[src/hdl/lpd_pkg.sv]
// ----------------------------------------------------------------------------
// lpd_pkg
// Shared types and constants for the length-prefixed deframer.
// ----------------------------------------------------------------------------
package lpd_pkg;

    localparam int BYTE_W = 8;
    localparam int LEN_W  = 16;

    // header / payload phase of the parser
    typedef enum logic [2:0] {
        ST_LEN_HI  = 3'd0,
        ST_LEN_LO  = 3'd1,
        ST_RSV0    = 3'd2,
        ST_RSV1    = 3'd3,
        ST_PAYLOAD = 3'd4
    } t_hdr_state;

    // one received byte handed from the input stage to the parser
    typedef struct packed {
        logic              valid;
        logic [BYTE_W-1:0] data;
    } t_byte_txn;

    // one result transaction
    typedef struct packed {
        logic [BYTE_W-1:0] payload_byte;
        logic              last;
        logic              empty_res;
        logic              header_error;
    } t_result;

endpackage

[src/hdl/lpd_in_reg.sv]
// ----------------------------------------------------------------------------
// lpd_in_reg
// Input register: captures one received byte per transaction and holds it
// until the parser consumes it.
// ----------------------------------------------------------------------------
module lpd_in_reg (
    input  logic                      i_clk,
    input  logic                      i_rst_n,
    input  logic                      i_in_valid,
    output logic                      o_in_ready,
    input  logic [lpd_pkg::BYTE_W-1:0] i_rx_byte,
    input  logic                      i_take,
    output lpd_pkg::t_byte_txn        o_txn
);
    import lpd_pkg::*;

    logic              r_valid;
    logic [BYTE_W-1:0] r_data;

    // free when empty or being drained this cycle
    assign o_in_ready = !r_valid || i_take;

    // valid flag
    always_ff @(posedge i_clk) begin
        if (!i_rst_n) begin
            r_valid <= 1'b0;
        end else if (o_in_ready) begin
            r_valid <= i_in_valid;
        end
    end

    // byte holding register
    always_ff @(posedge i_clk) begin
        if (i_in_valid && o_in_ready) begin
            r_data <= i_rx_byte;
        end
    end

    assign o_txn = '{valid: r_valid, data: r_data};

endmodule

[src/hdl/lpd_parse.sv]
// ----------------------------------------------------------------------------
// lpd_parse
// Header parser and result register: tracks the frame header, counts the
// payload down and registers one result per payload byte or empty frame.
// ----------------------------------------------------------------------------
module lpd_parse (
    input  logic               i_clk,
    input  logic               i_rst_n,
    input  lpd_pkg::t_byte_txn i_txn,
    output logic               o_take,
    output logic               o_out_valid,
    input  logic               i_out_ready,
    output lpd_pkg::t_result   o_result
);
    import lpd_pkg::*;

    t_hdr_state       r_state, n_state, w_eff_state;
    logic [LEN_W-1:0] r_len, n_len;
    logic [LEN_W-1:0] r_rem, n_rem;
    logic             r_bad, n_bad;
    logic             r_out_valid;
    t_result          r_result;
    logic             w_out_free;
    logic             w_res_vld;
    t_result          w_res;
    logic             w_byte_nz;

    assign w_out_free = !r_out_valid || i_out_ready;
    assign o_take     = i_txn.valid && w_out_free;
    assign w_byte_nz  = (i_txn.data != '0);

    // a payload phase with nothing left restarts at the first header byte
    assign w_eff_state = (r_state == ST_PAYLOAD && r_rem == '0) ? ST_LEN_HI : r_state;

    // next state
    always_comb begin
        n_state = r_state;
        if (o_take) begin
            unique case (w_eff_state)
                ST_LEN_HI:  n_state = ST_LEN_LO;
                ST_LEN_LO:  n_state = ST_RSV0;
                ST_RSV0:    n_state = ST_RSV1;
                ST_RSV1:    n_state = (r_len == '0) ? ST_LEN_HI : ST_PAYLOAD;
                ST_PAYLOAD: n_state = (r_rem == LEN_W'(1)) ? ST_LEN_HI : ST_PAYLOAD;
                default:    n_state = ST_LEN_LO;
            endcase
        end
    end

    // frame fields and result
    always_comb begin
        n_len     = r_len;
        n_rem     = r_rem;
        n_bad     = r_bad;
        w_res_vld = 1'b0;
        w_res     = '0;
        if (o_take) begin
            unique case (w_eff_state)
                ST_LEN_HI: begin
                    n_bad = 1'b0;
                    n_len = {i_txn.data, BYTE_W'(0)};
                end
                ST_LEN_LO: begin
                    n_len = {r_len[LEN_W-1:BYTE_W], i_txn.data};
                end
                ST_RSV0: begin
                    n_bad = r_bad | w_byte_nz;
                end
                ST_RSV1: begin
                    n_bad = r_bad | w_byte_nz;
                    n_rem = r_len;
                    if (r_len == '0) begin
                        w_res_vld          = 1'b1;
                        w_res.last         = 1'b1;
                        w_res.empty_res    = 1'b1;
                        w_res.header_error = r_bad | w_byte_nz;
                    end
                end
                ST_PAYLOAD: begin
                    n_rem              = r_rem - LEN_W'(1);
                    w_res_vld          = 1'b1;
                    w_res.payload_byte = i_txn.data;
                    w_res.last         = (r_rem == LEN_W'(1));
                    w_res.header_error = r_bad;
                end
                default: begin
                    n_bad = 1'b0;
                    n_len = {i_txn.data, BYTE_W'(0)};
                end
            endcase
        end
    end

    // parser state
    always_ff @(posedge i_clk) begin
        if (!i_rst_n) begin
            r_state <= ST_LEN_HI;
            r_len   <= '0;
            r_rem   <= '0;
            r_bad   <= 1'b0;
        end else begin
            r_state <= n_state;
            r_len   <= n_len;
            r_rem   <= n_rem;
            r_bad   <= n_bad;
        end
    end

    // result register
    always_ff @(posedge i_clk) begin
        if (!i_rst_n) begin
            r_out_valid <= 1'b0;
        end else if (w_out_free) begin
            r_out_valid <= w_res_vld;
        end
    end

    always_ff @(posedge i_clk) begin
        if (w_res_vld) begin
            r_result <= w_res;
        end
    end

    assign o_out_valid = r_out_valid;
    assign o_result    = r_result;

endmodule

[src/hdl/length_prefixed_deframer_top.sv]
// Path: a payload byte is loaded into the input register and then into the result
//   register, which drives the output.
// Throughput: one byte per cycle while the receiver does not stall the output.
// Header bytes give no result, except the last one of a zero-length frame.
// Reset (synchronous, active low) empties both registers and restarts at the
//   first header byte.
// ----------------------------------------------------------------------------
// length_prefixed_deframer_top
// Splits a byte stream into frames with a 4-byte length-and-reserved header
// and emits the payload bytes, last and error marked.
// ----------------------------------------------------------------------------
module length_prefixed_deframer_top (
    input  logic                       i_clk,
    input  logic                       i_rst_n,
    input  logic                       i_in_valid,
    output logic                       o_in_ready,
    input  logic [lpd_pkg::BYTE_W-1:0] i_rx_byte,
    output logic                       o_out_valid,
    input  logic                       i_out_ready,
    output logic [lpd_pkg::BYTE_W-1:0] o_payload_byte,
    output logic                       o_last,
    output logic                       o_empty_res,
    output logic                       o_header_error
);
    import lpd_pkg::*;

    t_byte_txn w_txn;
    logic      w_take;
    t_result   w_result;

    // input register
    lpd_in_reg u_in_reg (
        .i_clk      (i_clk),
        .i_rst_n    (i_rst_n),
        .i_in_valid (i_in_valid),
        .o_in_ready (o_in_ready),
        .i_rx_byte  (i_rx_byte),
        .i_take     (w_take),
        .o_txn      (w_txn)
    );

    // parser and result register
    lpd_parse u_parse (
        .i_clk       (i_clk),
        .i_rst_n     (i_rst_n),
        .i_txn       (w_txn),
        .o_take      (w_take),
        .o_out_valid (o_out_valid),
        .i_out_ready (i_out_ready),
        .o_result    (w_result)
    );

    assign o_payload_byte = w_result.payload_byte;
    assign o_last         = w_result.last;
    assign o_empty_res    = w_result.empty_res;
    assign o_header_error = w_result.header_error;

endmodule

[config.mk]
export PLATFORM = sky130hd
export DESIGN_NAME = length_prefixed_deframer_top
export DESIGN_NICKNAME = d
export VERILOG_FILES = /design/src/hdl/lpd_pkg.sv /design/src/hdl/lpd_in_reg.sv /design/src/hdl/lpd_parse.sv /design/src/hdl/length_prefixed_deframer_top.sv
export SDC_FILE = /design/constraint.sdc
export NUM_CORES = 1
export LEC_CHECK = 0
export ABC_CLOCK_PERIOD_IN_PS = 3800
export BUFFER_PORTS_ARGS = -buffer_cell sky130_fd_sc_hd__buf_4
export CORE_MARGIN = 5
export CORE_UTILIZATION = 33
export DETAILED_ROUTE_END_ITERATION = 16
export HOLD_SLACK_MARGIN = 0.03
export PLACE_DENSITY_LB_ADDON = 0.08
export SKIP_LAST_GASP = 1
export SYNTH_ARGS = -nofsm -noshare
export SYNTH_HDL_FRONTEND = slang
export SYNTH_SLANG_ARGS = --single-unit
[constraint.sdc]
create_clock -name i_clk -period 3.8 [get_ports i_clk]
set_clock_uncertainty 0.2 [all_clocks]
set_input_delay 0.38 -clock i_clk [delete_from_list [all_inputs] [get_ports i_clk]]
set_output_delay 0.38 -clock i_clk [all_outputs]
set_load 0.02 [all_outputs]
==> out/metrics.cfg <==
[critical_path]
worstPathMaxFanout = 14
crit_slowest_cell = a21oi_1
slowest_delay_ns = 0.66
ff2ff_path_depth = 6
worstSetupPathType = reg2reg
cp.required_ns = 3.66
rrSetupSlack_ns = 1.12
end_kind = register
timing.rr.start = u_parse.r_rem[0]
cp_common_cell = a21oi_1
rr_endpoint = u_parse.o_result[0]
arrival_ns = 2.54
path_cells = inv_1 > ha_1 > nor3b_2 > nand4_4 > a21oi_1 > a21oi_1
cp-start-kind = register

[timing]
fin_crit_ns = 2.684
rsz0062_at_grt = no
finalCritPeriodShare_pct = 70.64
fmax_mhz = 372.5
maxSlewHeadroom_pct = 51.03
maxSlewViolCount = 0
hold_viol = 0
fin_setup_tns_ns = 0
setup_viol = 0
worst_pin_slew_ns = 0.7346

[pwr]
power.density_mw_per_mm2 = 417.5
p_int_uw = 955.6
leakage_uw = 0.001188
comb_power_share_pct = 12.8
seq_power_share_pct = 49.5
p_switching_uw = 410.1
pwr-share-clk_pct = 37.7
p_sw_share_pct = 30.03
vdd_drop_max_mv = 0.2369
power_uw = 1366

[clock_network]
cts_buffer_depth = 2
h-tree-depth = 3
post_cts_resized = 0
clk_pin_slew_ns = 0.07
clock_latency_ns = 0.34
cts_tree = built
clock-sinks = 57
cts_root_buf = clkbuf_8
cts_made_buffers = 9

[worst_hold_path]
hold_path_end = u_in_reg.r_valid
hold_path_class = in2reg
min_from = i_in_valid
whs_path_depth = 3

[global_route]
grt_pass1_vias = 2279
grt_max_degree = 40
grt_overflow = 0
grt_pass1_wl_mm = 12.16
grt_usage_pct = 15.50
antenna_found_initial = 0

[die]
dieArea_mm2 = 0.01024
num_rows = 33
die_h_um = 101.2
start_util_pct = 33.58
io-pin-count = 25
core_area_mm2 = 0.008175
die_width_um = 101.2

[yosys]
ys_top_cells_by_area = dfxtp_1 (28%), edfxtp_1 (21%), nand2_1 (6.0%), nand3_1 (3.6%), a21oi_1 (3.5%)
ys_ff_latch = 57
synth_top_flop_cell = dfxtp_1
synth-async-reset-ratio_pct = 0
synth_top_area_share_pct = 27.71
syn_area_mm2 = 0.002745
synth.distinct_cells = 50
synth.net_count = 310
yosys_warnings = 0
syn_avg_cell_area_um2 = 9.274
synthCells = 296
ys_seq_area_share_pct = 48.50
synth_edf_count = 19
synth_top_area_cell = dfxtp_1

[routing]
routed_wl_mm = 7.600
vias = 2412
antenna_left = 0
drc_errors = 0
drt-initial-drc-count = 196
vias_per_cell = 5.507
first_pass_iters = 7
wl_per_cell_um = 17.35

[cells_and_area]
final_area_mm2 = 0.003271
final_nets = 342
drive_above_1_share_pct = 17.12
antenna_cells = 0
n_fill_cell = 834
final_util_pct = 40.01
synthToLayoutAreaGrowth_pct = 19.14

[placed_design]
io_buffers = 24
dpl_cell_area_mm2 = 0.003012
gp_congestion = 0.8103
dp_hpwl_mm = 5.489

[status]
status = finished, final reports clean

[job]
max_cap_viol_count = 0

[metrics by stage]
| step | std cells | setup slack [ns] | hold slack (ns) |
|---|---|---|---|
| after detailed placement | 414 | 1.146 | 0.2761 |
| after global placement | 414 | 1.276 | 0.2676 |
| after global routing | 438 | 0.9566 | 0.04787 |
| after CTS | 438 | 1.135 | 0.04933 |
| final | 438 | 1.116 | 0.05503 |
| after floorplan | 296 | 1.141 | 0.2406 |
[Yosys cell counts, drive strengths merged (2+ instances only)]
library cell and number:
o21ai 17, a32o 5, o21a 2, nand2 44, nand4 5, a21oi 19
or4 3, nand3 20, clkbuf 10, a32oi 4, nor3 8, o211ai 3
nor3b 3, and2 4, and3 8, a2bb2oi 2, o22ai 4, ha 2
nor4 11, or3b 2, a22oi 4, dfxtp 38, edfxtp 19, buf 5
mux2i 8, inv 6, nor2 25, nand2b 2
[state kept, by name, indices dropped and copies added, names as in the netlist]
signal / count
u_parse.r_len: 16
u_parse.r_rem: 16
u_in_reg.r_data: 8
u_parse.o_result: 11
u_parse.r_state: 3
u_parse.r_bad: 1
u_parse.o_out_valid: 1
u_in_reg.r_valid: 1
[critical path: cells and delay by family (launching register included)]
| family | cells | cell delay [ns] |
|---|---|---|
| buffers and inverters | 1 | 0.12 |
| adders and majority gates | 1 | 0.21 |
| DFF | 1 | 0.37 |
| AOI/OAI and AO/OA | 2 | 0.79 |
| and+or+nand+nor | 2 | 0.70 |
[repair_timing]
item                                   4_1_cts  5_1_grt
buffers inserted                             0        0
hold buffers                                 8        0
endpoints found under the hold margin        8        0
[layout by cell type, fill, tap and decap left out, types with 9 or more instances in the layout]
cell type | Yosys | layout
a21oi_1 | 19 | 19
buf_4 | 0 | 28
clkbuf_8 | 0 | 9
dfxtp_1 | 38 | 38
edfxtp_1 | 19 | 19
nand2_1 | 44 | 44
nand3_1 | 20 | 20
nor2_1 | 25 | 25
o21ai_0 | 15 | 15
[power groups by stage]
stage,Clock (uW),Sequential (uW),Combinational [uW]
4_1_cts,532,675,174
3_3_place_gp,0,689,168
6_report,515,676,175
3_5_place_dp,0,689,166
2_1_floorplan,0,678,128
5_1_grt,558,679,192
[worst max path at each step]
| stage | start | to | slack (ns) | cells after the start |
|---|---|---|---|---|
| after floorplan | u_parse.r_rem[0] | u_parse.o_result[0] | 1.14 | 7 |
| after global placement | u_parse.r_rem[0] | u_parse.r_len[1] | 1.28 | 7 |
| after detailed placement | u_parse.r_rem[0] | u_parse.o_result[0] | 1.15 | 6 |
| after CTS | u_parse.r_rem[0] | u_parse.r_len[5] | 1.13 | 7 |
| after global routing | u_parse.r_rem[0] | u_parse.r_len[7] | 0.96 | 7 |
| final | u_parse.r_rem[0] | u_parse.o_result[0] | 1.12 | 6 |
[routing by layer]
metal / vias to the layer above / track usage, % / share of wire (%)
li1: 1164 / - / -
met1: 1155 / 21.05 / 47
met2: 78 / 23.59 / 46
met3: 15 / 4.752 / 5.3
met4: 0 / 5.010 / 1.8
met5: - / 0 / 0
[cell type report]
class	instances	area, um2	area share, %
Multi-Input combinational cell	218	1316	40.24
Sequential cell	57	1331	40.70
Clock inverter	7	55.05	1.683
Tap cell	105	131.4	4.017
Inverter	6	22.52	0.6886
Clock buffer	9	123.9	3.787
Timing Repair Buffer	36	290.3	8.875
[kinds of logic after synthesis]
group                      after synthesis  synth area share (%)
and+or+nand+nor                        140                 27.35
buffers and inverters                   21                 3.555
adders and majority gates                2                0.9114
muxes                                    9                 3.464
AOI/OAI and AO/OA                       66                 15.91
DFF                                     57                 48.50
xor gates and xnor gates                 1                0.3191
Power figures use the tool's default switching activity.
